### src/imtr_pkg.sv
// Package for the int8 matmul tile requantization core.
// Holds payload structs, register indexes and shared constants; no dependencies.
`timescale 1ns / 1ps
`default_nettype none
package imtr_pkg;
    localparam int OPERANDS = 4;

    typedef struct packed {
        logic signed [7:0] a_row0;
        logic signed [7:0] a_row1;
        logic signed [7:0] a_row2;
        logic signed [7:0] a_row3;
        logic signed [7:0] b_col0;
        logic signed [7:0] b_col1;
        logic signed [7:0] b_col2;
        logic signed [7:0] b_col3;
        logic              final_step;
        logic        [2:0] rows_used;
        logic        [2:0] cols_used;
    } t_in_item;

    typedef struct packed {
        logic        [1:0] out_row;
        logic        [1:0] out_col;
        logic signed [7:0] out_value;
        logic              out_last;
    } t_out_item;

    typedef enum logic [2:0] {
        REG_ZERO_A = 3'd0,
        REG_ZERO_B = 3'd1,
        REG_ZERO_O = 3'd2,
        REG_MULT   = 3'd3,
        REG_SHIFT  = 3'd4
    } t_reg_idx;

    // per-cell control broadcast to every cell of the array
    typedef struct packed {
        logic step;   // add the product this cycle
        logic load;   // capture the step result and clear (final step)
        logic shift;  // hand the held value to the next cell
    } t_cell_ctl;
endpackage
`default_nettype wire

### src/imtr_requant.sv
// Two-stage requantizer: Q31 multiply, then rounding shift, zero add, saturation.
// Uses imtr_pkg.
`timescale 1ns / 1ps
`default_nettype none
module imtr_requant
    import imtr_pkg::*;
(
    input  wire logic               i_clk,
    input  wire logic signed [31:0] i_acc,
    input  wire logic signed [31:0] i_mult,
    input  wire logic signed [5:0]  i_shift,
    input  wire logic signed [7:0]  i_zero,
    output logic signed [7:0]       o_value
);
    logic signed [63:0] w_prod;
    logic signed [31:0] r_hi, w_sh;
    logic [4:0] w_s;
    logic w_rnd;
    logic signed [33:0] w_v;

    assign w_prod = i_acc * i_mult;
    always_ff @(posedge i_clk) r_hi <= w_prod[63:32];

    // amount is -shift-1 mod 32, i.e. the low bits of ~shift
    assign w_s   = ~i_shift[4:0];
    assign w_sh  = r_hi >>> w_s;
    assign w_rnd = (w_s != 5'd0) ? r_hi[w_s - 5'd1] : 1'b0;
    assign w_v   = {{2{w_sh[31]}}, w_sh} + {33'd0, w_rnd} + {{26{i_zero[7]}}, i_zero};

    always_comb begin
        if (w_v > 34'sd127) o_value = 8'sd127;
        else if (w_v < -34'sd128) o_value = -8'sd128;
        else o_value = w_v[7:0];
    end
endmodule
`default_nettype wire

### config.mk
export PLATFORM = sky130hd
export DESIGN_NAME = imtr_requant
export DESIGN_NICKNAME = d
export VERILOG_FILES = /design/src/imtr_pkg.sv /design/src/imtr_requant.sv
export SDC_FILE = /design/constraint.sdc
export NUM_CORES = 2
export LEC_CHECK = 0
export BUFFER_PORTS_ARGS = -buffer_cell sky130_fd_sc_hd__buf_2
export CORE_MARGIN = 1
export CORE_UTILIZATION = 45
export CTS_BUF_LIST = sky130_fd_sc_hd__clkbuf_16
export DETAILED_ROUTE_END_ITERATION = 8
export GPL_TIMING_DRIVEN = 0
export MAX_ROUTING_LAYER = met4
export SLEW_MARGIN = 20
export SYNTH_ARGS = -nofsm -noshare
export SYNTH_HDL_FRONTEND = slang
export SYNTH_SLANG_ARGS = --single-unit
### constraint.sdc
create_clock -name i_clk -period 19.05 [get_ports i_clk]
set_input_delay 1.905 -clock i_clk [delete_from_list [all_inputs] [get_ports i_clk]]
set_output_delay 1.905 -clock i_clk [all_outputs]
set_load 0.02 [all_outputs]
==> results.ini <==
[route]
routedWlPerCell_um = 25.4
wirelength_um = 141000
route.detailed.drc = 0
vias = 30300
via_per_inst = 5.47
final_antenna_net_count = 0
dr.pass1.iters = 5
drt_iter0_markers = 2647

[synthesis]
ys_types = 83
async_flop_share_pct = 0
synth.net_count = 5653
syn_inst = 4279
ys_seq_area_share_pct = 1.62
ys.flop_type = dfxtp_1
netlist_top_cells_count = 1083 x fa_1, 984 x inv_1, 584 x nand2_1
synth_seq_cells = 32
syn_area_um2 = 39600
synth_top_area_share_pct = 54.7
syn_avg_cell_area_um2 = 9.26
yosys.area.top_type = fa_1
synthTopCellsByArea = fa_1 55%, inv_1 9.3%, and2_1 8.1%
synth-edff-count = 0
ys_warn_count = 0
synth.most_common_cell = fa_1

[worst_setup_path]
cp_max_fo = 10
arrival_ns = 12.44
cp.required_ns = 19.23
critical_path_class = in -> reg
endpoint_kind = flip-flop
critPathSlowestCell = o22ai_1
cp-start-kind = input port
cp_slowest_stage_delay_ns = 0.91
timing.critical_path.mode_cell = fa_1

[placement]
gp_congestion = 1.04
dp_hpwl_um = 120000
port_buffers = 82

[clock_network]
h-tree-depth = 2
cts_buffers = 5
cts_tree = built
cts_resized = 0
cts-root-buf = clkbuf_16
cts_buffer_depth = 2
ctsHoldBuffers = 0
clk_pin_slew_ns = 0.05
cts.sinks = 32
cts_setup_buffers = 0

[floorplan]
core_um2 = 87000
die-area_um2 = 89300
num_rows = 108
die_w_um = 299
die_h_um = 299
pin_count = 87
initial_core_util_pct = 45.6

[sta]
slew_headroom_pct = 17.8
worstMarginPinSlew_ns = 1.23
setup_viol = 0
rsz0062_at_grt = false
final_max_slew_viol_count = 0
tns_ns = 0
fin_crit_sh_pct = 64.4
period_minus_slack_ns = 12.26
fmax_mhz = 81.5
hold_viol_final = 0

[worst_hold_path]
min_from = i_acc[31]
hold_depth = 9
min_path_type = in -> reg
hold_end = r_hi[31]

[finish]
area_growth_pct = 5.24
multi_input_comb_area_um2 = 34400
largest_reg_flops = 32
drive_gt1_share_pct = 3.75
finalNetCount = 5742
largest_registers = r_hi (32)
fillers = 8530
regMostFlops = r_hi
seq_area_um2 = 641

[job]
max-cap-violations = 0

[global_routing]
grt_usage_pct = 33.7
grt_start_max_net_pins = 26
grt_pass1_vias = 32200
grt_pass1_wl_um = 212000
grt.overflow.total = 0
antenna_found_initial = 15

[status]
status = complete, no violations

[cell type report]
type | instances | share of cell area (%)
Multi-Input combinational cell | 3030 | 82.5
Inverter | 985 | 8.86
Tap cell | 1155 | 3.46
Buffer | 232 | 2.16
Sequential cell | 32 | 1.54
Timing Repair Buffer | 82 | 0.984
Clock buffer | 5 | 0.300
Antenna cell | 18 | 0.108
Clock inverter | 3 | 0.102
[cells by family after synthesis]
logic type	Yosys count	share of synthesized area [%]
compound gates	312	5.20
xor+xnor	76	1.68
fa+ha+maj	1295	61.4
buf+inv	1217	11.6
flops	32	1.62
mux	59	2.13
simple gates	1288	16.4
[cell usage in the layout, fill, tap and decap left out, types with 12 or more instances in the layout]
cell / n
a211oi_1: 14
a21o_1: 30
a21oi_1: 96
and2_1: 512
buf_2: 85
clkbuf_1: 215
dfxtp_1: 32
diode_2: 18
fa_1: 1082
ha_1: 212
inv_1: 984
mux2_2: 12
mux2i_1: 28
mux4_2: 19
nand2_1: 584
nand2b_1: 14
nand3_1: 28
nand4_1: 16
nor2_1: 48
nor2b_1: 36
o211ai_1: 12
o21ai_0: 68
xnor2_1: 47
xor2_1: 29
[routing by layer]
metal	GRT usage, %	wire [µm]
met3	7.29	14700
met5	-	0
met1	46.8	59200
met4	10.1	5000
met2	49.6	62000
[how the worst max path moves through the flow]
stage | startpoint | endpoint | slack (ns) | depth (start not counted)
2_1_floorplan | i_shift[0] | o_value[0] | 9.81 | 18
3_3_place_gp | i_acc[24] | r_hi[28] | 6.85 | 27
3_5_place_dp | i_acc[24] | r_hi[28] | 6.87 | 27
4_1_cts | i_acc[24] | r_hi[28] | 7.09 | 27
5_1_grt | i_acc[26] | r_hi[28] | 6.50 | 25
6_report | i_acc[26] | r_hi[28] | 6.79 | 25
[metrics by stage]
stage          hold WS [ns]  area (µm²)  instances  setup WS (ns)  utilization (%)
2_1_floorplan          2.64       39600       4279           9.81                -
3_3_place_gp           3.29       41500       5516           6.85             47.7
3_5_place_dp           3.29       41500       5516           6.87             47.7
4_1_cts                3.08       41700       5524           7.09             47.9
5_1_grt                3.21       41700       5538           6.50             47.9
6_report               3.08       41700       5542           6.79             47.9
[worst max-delay path: cells and delay by family]
| family | cells | cell delay, ns |
|---|---|---|
| compound gates | 7 | 2.93 |
| xor+xnor | 1 | 0.27 |
| simple gates | 3 | 1.02 |
| buf+inv | 5 | 1.52 |
| fa+ha+maj | 9 | 4.78 |
Power is not shown: default switching activity piles up to over one toggle a cycle in this logic, so the estimate is an artifact.
