<file path="config.mk">
export PLATFORM = sky130hd
export DESIGN_NAME = imtr_cell
export DESIGN_NICKNAME = d
export VERILOG_FILES = /design/src/imtr_pkg.sv /design/src/imtr_cell.sv
export SDC_FILE = /design/constraint.sdc
export NUM_CORES = 1
export LEC_CHECK = 0
export BUFFER_PORTS_ARGS = -buffer_cell sky130_fd_sc_hd__buf_2
export CAP_MARGIN = 20
export CORE_ASPECT_RATIO = 1.2
export CORE_MARGIN = 2
export CORE_UTILIZATION = 38
export DETAILED_ROUTE_END_ITERATION = 6
export SLEW_MARGIN = 5
export SYNTH_ARGS = -nofsm -noshare
export SYNTH_HDL_FRONTEND = slang
export SYNTH_SLANG_ARGS = --single-unit
export TNS_END_PERCENT = 1
</file>
<file path="constraint.sdc">
create_clock -name i_clk -period 8 [get_ports i_clk]
set_input_delay 0 -clock i_clk [delete_from_list [all_inputs] [get_ports i_clk]]
set_output_delay 0 -clock i_clk [all_outputs]
set_load 0.03 [all_outputs]
</file>
<file path="src/imtr_pkg.sv">
// Package for the int8 matmul tile requantization core.
// Holds payload structs, register indexes and shared constants; no dependencies.
`timescale 1ns / 1ps
`default_nettype none
package imtr_pkg;
    localparam int OPERANDS = 4;

    typedef struct packed {
        logic signed [7:0] a_row0;
        logic signed [7:0] a_row1;
        logic signed [7:0] a_row2;
        logic signed [7:0] a_row3;
        logic signed [7:0] b_col0;
        logic signed [7:0] b_col1;
        logic signed [7:0] b_col2;
        logic signed [7:0] b_col3;
        logic              final_step;
        logic        [2:0] rows_used;
        logic        [2:0] cols_used;
    } t_in_item;

    typedef struct packed {
        logic        [1:0] out_row;
        logic        [1:0] out_col;
        logic signed [7:0] out_value;
        logic              out_last;
    } t_out_item;

    typedef enum logic [2:0] {
        REG_ZERO_A = 3'd0,
        REG_ZERO_B = 3'd1,
        REG_ZERO_O = 3'd2,
        REG_MULT   = 3'd3,
        REG_SHIFT  = 3'd4
    } t_reg_idx;

    // per-cell control broadcast to every cell of the array
    typedef struct packed {
        logic step;   // add the product this cycle
        logic load;   // capture the step result and clear (final step)
        logic shift;  // hand the held value to the next cell
    } t_cell_ctl;
endpackage
`default_nettype wire

</file>
<file path="src/imtr_cell.sv">
// One accumulator cell of the tile chain.
// Accumulates (a-z1)*(b-z2); on drain shifts its word toward the chain head. Uses imtr_pkg.
`timescale 1ns / 1ps
`default_nettype none
module imtr_cell
    import imtr_pkg::*;
(
    input  wire logic              i_clk,
    input  wire logic              i_rst_n,
    input  wire t_cell_ctl         i_ctl,
    input  wire logic signed [8:0] i_da,
    input  wire logic signed [8:0] i_db,
    input  wire logic       [31:0] i_shift_in,
    output logic            [31:0] o_hold
);
    logic [31:0] r_acc, n_acc, r_hold, n_hold;
    logic signed [17:0] w_prod;
    logic [31:0] w_sum;

    assign w_prod = i_da * i_db;
    assign w_sum  = r_acc + {{14{w_prod[17]}}, w_prod};

    always_comb begin
        n_acc  = r_acc;
        n_hold = r_hold;
        if (i_ctl.step) n_acc = w_sum;
        if (i_ctl.load) begin
            n_hold = w_sum;
            n_acc  = '0;
        end else if (i_ctl.shift) begin
            n_hold = i_shift_in;
        end
    end

    always_ff @(posedge i_clk) begin
        if (!i_rst_n) r_acc <= '0;
        else r_acc <= n_acc;
        r_hold <= n_hold;
    end

    assign o_hold = r_hold;
endmodule
`default_nettype wire

</file>
==> impl_metrics.json, run 1 <==
{
  "yosysWarnings": 0,
  "die_area_sq_mm": 0.0202,
  "status": "finished, final reports clean",
  "clock_latency_ns": 0.33,
  "fillers": 1833,
  "setup_tns_ns": 0,
  "cpPeakStageDelay_ns": 0.57,
  "drc_errors": 0,
  "synth_fp_nets": 965,
  "crit_required_ns": 8.08,
  "syn_inst": 769,
  "cts_sinks": 64,
  "num_rows": 55,
  "antennaDiodeCount": 0,
  "path_buf_inv": 3,
  "finalNonFillerCells": 1127,
  "cp_num_cells": 25,
  "path_max_fanout": 14,
  "fin_worst_skew_ns": 0.00670,
  "grt_pass1_vias": 5753,
  "grt.overflow.total": 0,
  "report.final.slew_viol_count": 0,
  "tritoncts": "done",
  "numPortBuffers": 86,
  "fin_crit_sh_pct": 85.7,
  "r2r_setup_slack_ns": 4.73,
  "min_path_cells": 3,
  "routedWlPerCell_microns": 14.6,
  "fmax_mhz": 146,
  "numCtsBuffers": 9,
  "grt_util_met2_pct": 30.8,
  "worst_slew_pin_slew_ns": 0.979,
  "reg2reg_depth": 9,
  "viasPerCell": 5.05,
  "drive_gt1_share_pct": 16.0,
  "via_count": 5696,
  "r2r-start": "r_acc[0]",
  "firstDrtPassIters": 4,
  "postCtsSetupBuffers": 0,
  "ys_types": 59,
  "setup.worst_path.start_class": "input port",
  "crit_family": "adder cells",
  "ys_ff_latch": 64,
  "syn_area_per_cell_sq_um": 9.41,
  "die_h_microns": 155,
  "r2r_end": "o_hold[16]",
  "end_kind": "flip-flop",
  "hold_viol_final": 0,
  "area_growth_pct": 16.9,
  "die_w_microns": 130,
  "place_congestion": 0.848,
  "met3_usage_pct": 2.75,
  "grt_util_met1_pct": 22.0,
  "drtIter0Drc": 275,
  "grt_antenna_before_repair": 0,
  "synthesis.area_sq_mm": 0.00724,
  "postRouteWirelength_microns": 16400,
  "core_area_sq_mm": 0.0188,
  "maxCapViolations": 0,
  "top_usage_layer": "met2",
  "hold_class": "input port to flip-flop",
  "layout_common_cells": "inv_1, buf_2, fa_1",
  "initial_utilization_pct": 38.5,
  "clk_path_buf_depth": 2,
  "ant_nets": 0,
  "dp_hpwl_microns": 12500,
  "setup_violations": 0,
  "grt_use_total_pct": 17.4,
  "seq_area_frac_synth_pct": 22.1,
  "cts-resized-gates": 0,
  "holdPathEnd": "o_hold[17]",
  "rsz0062_at_grt": "false",
  "synth_flop_cell": "edfxtp_1",
  "slew_headroom_pct": 34.7,
  "period_minus_slack_ns": 6.86,
  "cp.arrival_ns": 6.94,
  "path_common_cell": "fa_1",
  "min_from": "i_shift_in[17]",
  "boundaryPins": 87,
  "grt_max_degree": 39,
  "cts.htree.levels": 3,
  "synth_edf_count": 32,
  "placed_cells": 1080,
  "mostFrequentLayoutCell": "inv_1",
  "synth_area_leaders": "fa_1, edfxtp_1, ha_1",
  "clk_pin_slew_ns": 0.06,
  "cts_hold_buffers": 31,
  "post-place-ws_ns": 0.823,
  "critPathSlowestCell": "fa_1",
  "cts-root-buf": "clkbuf_16",
  "async_reset_ff_share_pct": 0,
  "synth_top_cell_by_area": "fa_1",
  "worstSetupPathType": "input port to flip-flop",
  "synth_top_area_share_pct": 19.6,
  "grt_first_pass_wirelength_microns": 27900,
  "nets": 1062,
  "setup_ws_ns": 1.14
}
==> Yosys cell counts (3+ instances only) <==
cell	number
nand2_1	69
xnor2_1	35
inv_1	91
mux2_2	29
a211o_1	4
nor2_1	46
or4_1	3
dfxtp_1	32
xor2_1	12
ha_1	70
fa_1	71
edfxtp_1	32
mux2i_1	20
a31oi_1	7
a32oi_1	3
o21ai_0	16
nand4_1	6
nand3_1	20
nor3_1	13
o31a_1	3
nor2b_1	4
o21bai_1	8
clkbuf_1	31
and3_1	4
a21o_1	16
buf_2	3
and2_1	32
a21oi_1	30
o21a_1	8
a211oi_1	5
nand2b_1	6
o211ai_1	4
==> metrics by stage <==
step | hold WS [ns] | instance area, sq um | util (%)
after floorplan | 0.220 | 7240 | -
after global placement | 0.302 | 7890 | 42.0
after detailed placement | 0.307 | 7890 | 42.0
after CTS | 0.0115 | 8460 | 45.1
after global routing | 0.0435 | 8460 | 45.1
final | 0.0301 | 8460 | 45.1
==> worst max-delay path by stage <==
stage / start / end
after floorplan: i_da[8] / o_hold[31]
after global placement: i_da[0] / o_hold[31]
after detailed placement: i_da[0] / o_hold[31]
after CTS: i_da[0] / o_hold[31]
after global routing: i_da[0] / o_hold[29]
final: i_da[0] / o_hold[29]
==> layer usage <==
layer / up-vias / part of all wire (%) / routed length, microns
met5: - / 0 / 0
met4: 0 / 1.6 / 269
met3: 24 / 2.9 / 474
met2: 112 / 53 / 8620
met1: 2741 / 43 / 7040
li1: 2819 / - / -
==> final cells by class <==
class	count	area [sq um]	area share (%)
Timing Repair Buffer	121	771	9.11
Tap cell	256	320	3.78
Clock inverter	4	22.5	0.266
Sequential cell	64	1600	18.9
Inverter	91	342	4.04
Multi-Input combinational cell	579	5160	61.0
Clock buffer	12	246	2.91
==> worst reg2reg max path, cell delays in order, from the launching register on <==
cell	delay, ns
dfxtp_1	0.31
ha_1	0.23
fa_1	0.41
a21oi_1	0.23
o22ai_1	0.14
o31ai_1	0.50
o21ai_0	0.32
a221oi_1	0.45
xnor2_1	0.16
mux2_2	0.28
==> logic make-up after synthesis <==
logic type               Yosys count  share of synthesized area, %
multiplexers                      49                          7.28
buffers and inverters            126                          6.58
XOR/XNOR                          48                          5.91
adder cells (fa/ha/maj)          141                          31.7
flip-flops                        64                          22.1
AND/OR/NAND/NOR                  212                          13.9
AO/OA/AOI/OAI                    129                          12.4
==> state kept, by name (all words and copies together) (netlist names) <==
name    cells
r_acc      32
o_hold     32
Power of run 1 is not shown: default switching activity piles up to over one toggle a cycle in this logic, so the estimate is an artifact.
==> run 2, diff against run 1 <==
--- a/config.mk
+++ b/config.mk
@@ -7,10 +7,13 @@
 export LEC_CHECK = 0
 export BUFFER_PORTS_ARGS = -buffer_cell sky130_fd_sc_hd__buf_2
 export CAP_MARGIN = 20
+export CELL_PAD_IN_SITES_DETAIL_PLACEMENT = 0
+export CELL_PAD_IN_SITES_GLOBAL_PLACEMENT = 1
 export CORE_ASPECT_RATIO = 1.2
 export CORE_MARGIN = 2
 export CORE_UTILIZATION = 38
 export DETAILED_ROUTE_END_ITERATION = 6
+export PLACE_DENSITY_LB_ADDON = 0.1
 export SLEW_MARGIN = 5
 export SYNTH_ARGS = -nofsm -noshare
 export SYNTH_HDL_FRONTEND = slang
==> impl_metrics.json, run 2 (same netlist as run 1, synthesis figures left out) <==
{
  "status": "finished, final reports clean",
  "cts-root-buf": "clkbuf_16",
  "maxCapViolations": 0,
  "cts_sinks": 64,
  "hold_viol_final": 0,
  "slew_headroom_pct": 31.6,
  "die_w_microns": 130,
  "end_kind": "flip-flop",
  "period_minus_slack_ns": 7.02,
  "drive_gt1_share_pct": 16.0,
  "drtIter0Drc": 174,
  "clock_latency_ns": 0.33,
  "nets": 1060,
  "place_congestion": 0.869,
  "layout_common_cells": "inv_1, buf_2, fa_1",
  "rsz0062_at_grt": "false",
  "grt.overflow.total": 0,
  "setup_tns_ns": 0,
  "cts.htree.levels": 3,
  "drc_errors": 0,
  "grt_antenna_before_repair": 0,
  "firstDrtPassIters": 5,
  "numCtsBuffers": 9,
  "regArea_sq_mm": 0.00160,
  "num_rows": 55,
  "dp_hpwl_microns": 13300,
  "mostFrequentLayoutCell": "inv_1",
  "die_h_microns": 155,
  "worst_slew_pin_slew_ns": 1.03,
  "setup_violations": 0,
  "grt_use_total_pct": 18.0,
  "postCtsSetupBuffers": 0,
  "cp.arrival_ns": 7.10,
  "viasPerCell": 5.05,
  "antennaDiodeCount": 0,
  "worstSetupPathType": "input port to flip-flop",
  "setup.worst_path.start_class": "input port",
  "cts-resized-gates": 0,
  "boundaryPins": 87,
  "whs_ns": 0.00876,
  "path_max_fanout": 14,
  "initial_utilization_pct": 38.5,
  "grt_max_degree": 39,
  "crit_required_ns": 8.08,
  "multi_input_area_sq_mm": 0.00516,
  "clk_pin_slew_ns": 0.06,
  "tritoncts": "done",
  "fillers": 1844,
  "via_count": 5680,
  "ant_nets": 0,
  "postRouteWirelength_microns": 17100,
  "clk_path_buf_depth": 2,
  "report.final.slew_viol_count": 0,
  "grt_pass1_vias": 6005,
  "die_area_sq_mm": 0.0202,
  "area_growth_pct": 17.4,
  "fin_crit_sh_pct": 87.7,
  "grt_first_pass_wirelength_microns": 29100,
  "core_area_sq_mm": 0.0188,
  "routedWlPerCell_microns": 15.2,
  "fin_worst_skew_ns": 0.00629,
  "hold_class": "input port to flip-flop",
  "numPortBuffers": 86,
  "fmax_mhz": 142
}
[run 2: metal layers]
layer | vias to the layer above | track usage [%] | routed length, microns
met2 | 109 | 32.7 | 8810
li1 | 2809 | - | -
met3 | 22 | 1.75 | 484
met5 | - | 0 | 0
met1 | 2740 | 22.5 | 7530
met4 | 0 | 4.92 | 282
[run 2: path summary, 6_finish.rpt]
path,start,slack (ns),cells after the start,end
max,i_da[0],0.98,25,o_hold[31]
min,i_shift_in[9],0.009,2,o_hold[9]
max reg2reg,r_acc[0],4.71,9,o_hold[16]
min reg2reg,r_acc[2],0.48,2,r_acc[2]
[run 2: critical path, cell delays in order]
cell and delay, ns:
buf_2 0.15, nand2b_1 0.18, fa_1 0.53, fa_1 0.55, inv_1 0.06, fa_1 0.51, fa_1 0.58, fa_1 0.42
ha_1 0.36, o21a_1 0.18, o31a_1 0.13, o311ai_2 0.33, a21oi_1 0.15, o41a_1 0.40, xnor2_1 0.19, buf_4 0.24
ha_1 0.33, a21o_1 0.21, a21oi_1 0.22, o21ai_0 0.15, a211oi_1 0.43, nor2_1 0.12, a211o_1 0.29, xnor2_1 0.13
mux2_2 0.26
[run 2: stage by stage]
| stage | area [sq um] | setup slack [ns] | utilization [%] | std cells |
|---|---|---|---|---|
| finish | 8500 | 0.981 | 45.2 | 1125 |
| detailed placement | 7880 | 0.537 | 41.9 | 1079 |
| CTS | 8500 | 0.854 | 45.2 | 1125 |
| global placement | 7880 | 0.676 | 41.9 | 1079 |
| floorplan | 7240 | 0.836 | - | 769 |
| global route | 8500 | 0.550 | 45.2 | 1125 |
[run 2: cell type report]
class | instances | area share, %
flip-flops and latches | 64 | 18.8
inverters | 91 | 4.02
well taps | 256 | 3.77
clock buffers | 10 | 2.69
clock inverters | 6 | 1.10
multi-input cells | 579 | 60.7
repair buffers | 119 | 8.86
[run 2: timing repair]
| action | 4_1_cts | 5_1_grt |
|---|---|---|
| hold buffers | 30 | 0 |
| endpoints found under the hold margin | 30 | 0 |
| setup endpoints to repair | 0 | 0 |
Power of run 2 is left out for the same reason.
==> run 3, diff against run 2 <==
--- a/config.mk
+++ b/config.mk
@@ -13,7 +13,7 @@
 export CORE_MARGIN = 2
 export CORE_UTILIZATION = 38
 export DETAILED_ROUTE_END_ITERATION = 6
-export PLACE_DENSITY_LB_ADDON = 0.1
+export PLACE_DENSITY_LB_ADDON = 0.25
 export SLEW_MARGIN = 5
 export SYNTH_ARGS = -nofsm -noshare
 export SYNTH_HDL_FRONTEND = slang
==> impl_metrics.json, run 3 (same netlist as run 1, synthesis figures left out) <==
{
  "hold_class": "input port to flip-flop",
  "fin_crit_sh_pct": 87.8,
  "mostFrequentLayoutCell": "inv_1",
  "setup_tns_ns": 0,
  "place_congestion": 0.813,
  "slew_headroom_pct": 39.2,
  "die_w_microns": 130,
  "worst_slew_pin_slew_ns": 0.913,
  "ant_nets": 0,
  "grt_use_total_pct": 17.5,
  "layout_common_cells": "inv_1, buf_2, fa_1",
  "clock_latency_ns": 0.34,
  "period_minus_slack_ns": 7.02,
  "path_max_fanout": 14,
  "drtIter0Drc": 180,
  "crit_required_ns": 8.08,
  "setup_violations": 0,
  "die_h_microns": 155,
  "routedWlPerCell_microns": 15.0,
  "final_cell_area_sq_mm": 0.00852,
  "nets": 1062,
  "cts_sinks": 64,
  "firstDrtPassIters": 4,
  "num_rows": 55,
  "drive_gt1_share_pct": 16.2,
  "numPortBuffers": 86,
  "placed_cell_area_sq_mm": 0.00789,
  "setup_ws_ns": 0.978,
  "via_count": 5641,
  "grt_max_degree": 39,
  "clk_path_buf_depth": 2,
  "antennaDiodeCount": 0,
  "grt.overflow.total": 0,
  "worstSetupPathType": "input port to flip-flop",
  "initial_utilization_pct": 38.5,
  "r2r_setup_slack_ns": 4.73,
  "boundaryPins": 87,
  "postRouteWirelength_microns": 16900,
  "postCtsSetupBuffers": 0,
  "cp.arrival_ns": 7.10,
  "setup.worst_path.start_class": "input port",
  "finalCoreUtilization_pct": 45.4,
  "cts.htree.levels": 3,
  "maxCapViolations": 0,
  "fin_worst_skew_ns": 0.00976,
  "report.final.slew_viol_count": 0,
  "numCtsBuffers": 9,
  "grt_pass1_vias": 5734,
  "viasPerCell": 5.01,
  "end_kind": "flip-flop",
  "rsz0062_at_grt": "false",
  "status": "finished, final reports clean",
  "clk_pin_slew_ns": 0.06,
  "fmax_mhz": 142,
  "cts-root-buf": "clkbuf_16",
  "dp_hpwl_microns": 13000,
  "tritoncts": "done",
  "grt_first_pass_wirelength_microns": 28200,
  "area_growth_pct": 17.7,
  "grt_antenna_before_repair": 0,
  "post-place-ws_ns": 0.614,
  "core_area_sq_mm": 0.0188,
  "hold_viol_final": 0,
  "die_area_sq_mm": 0.0202,
  "drc_errors": 0
}
## run 3: cell types whose count changed in the layout (fill, tap and decap cells not counted), sizes merged
cell / change
dlygate4sd3: +1
buf: +1
clkinvlp: -1
clkbuf: -1
clkinv: +1
inv: +1
## run 3: cell type report
type | instances | area (sq um)
clock inverters | 7 | 104
multi-input cells | 579 | 5160
inverters | 91 | 342
repair buffers | 121 | 771
fillers | 1880 | 10300
flip-flops and latches | 64 | 1600
clock buffers | 9 | 225
well taps | 256 | 320
## run 3: final timing paths
path,from,end,depth (start not counted)
worst max-delay path,i_da[0],o_hold[31],25
worst min register to register,r_acc[2],r_acc[2],2
worst max register to register,r_acc[0],o_hold[16],9
worst min-delay path,i_shift_in[17],o_hold[17],3
## run 3: worst max-delay path, cell delays in order
cell and delay (ns):
buf_2 0.15, nand2b_1 0.19, fa_1 0.52, fa_1 0.56
inv_1 0.06, fa_1 0.50, fa_1 0.58, fa_1 0.43
ha_1 0.35, o21a_1 0.18, o31a_1 0.13, o311ai_2 0.32
a21oi_1 0.15, o41a_1 0.40, xnor2_1 0.15, buf_4 0.21
ha_1 0.38, a21o_1 0.20, a21oi_1 0.22, o21ai_0 0.14
a211oi_1 0.47, nor2_1 0.12, a211o_1 0.29, xnor2_1 0.12
mux2_2 0.26
## run 3: layer usage
metal  global-route usage [%]  share of wire (%)
met2                     31.0                 52
met3                     2.30                2.3
met4                     4.05               0.95
met5                        0                  0
met1                     22.4                 45
## run 3: repair_timing
action                                  CTS  global route
resized for setup                         0             0
endpoints found under the setup margin    0             0
hold buffers                             31             0
endpoints found under the hold margin    31             0
## run 3: metrics by stage
step	std cells	hold slack, ns
final	1127	0.0668
after global routing	1127	0.0782
after CTS	1127	0.0579
after detailed placement	1080	0.305
after global placement	1080	0.302
after floorplan	769	0.220
Power of run 3 is left out for the same reason.
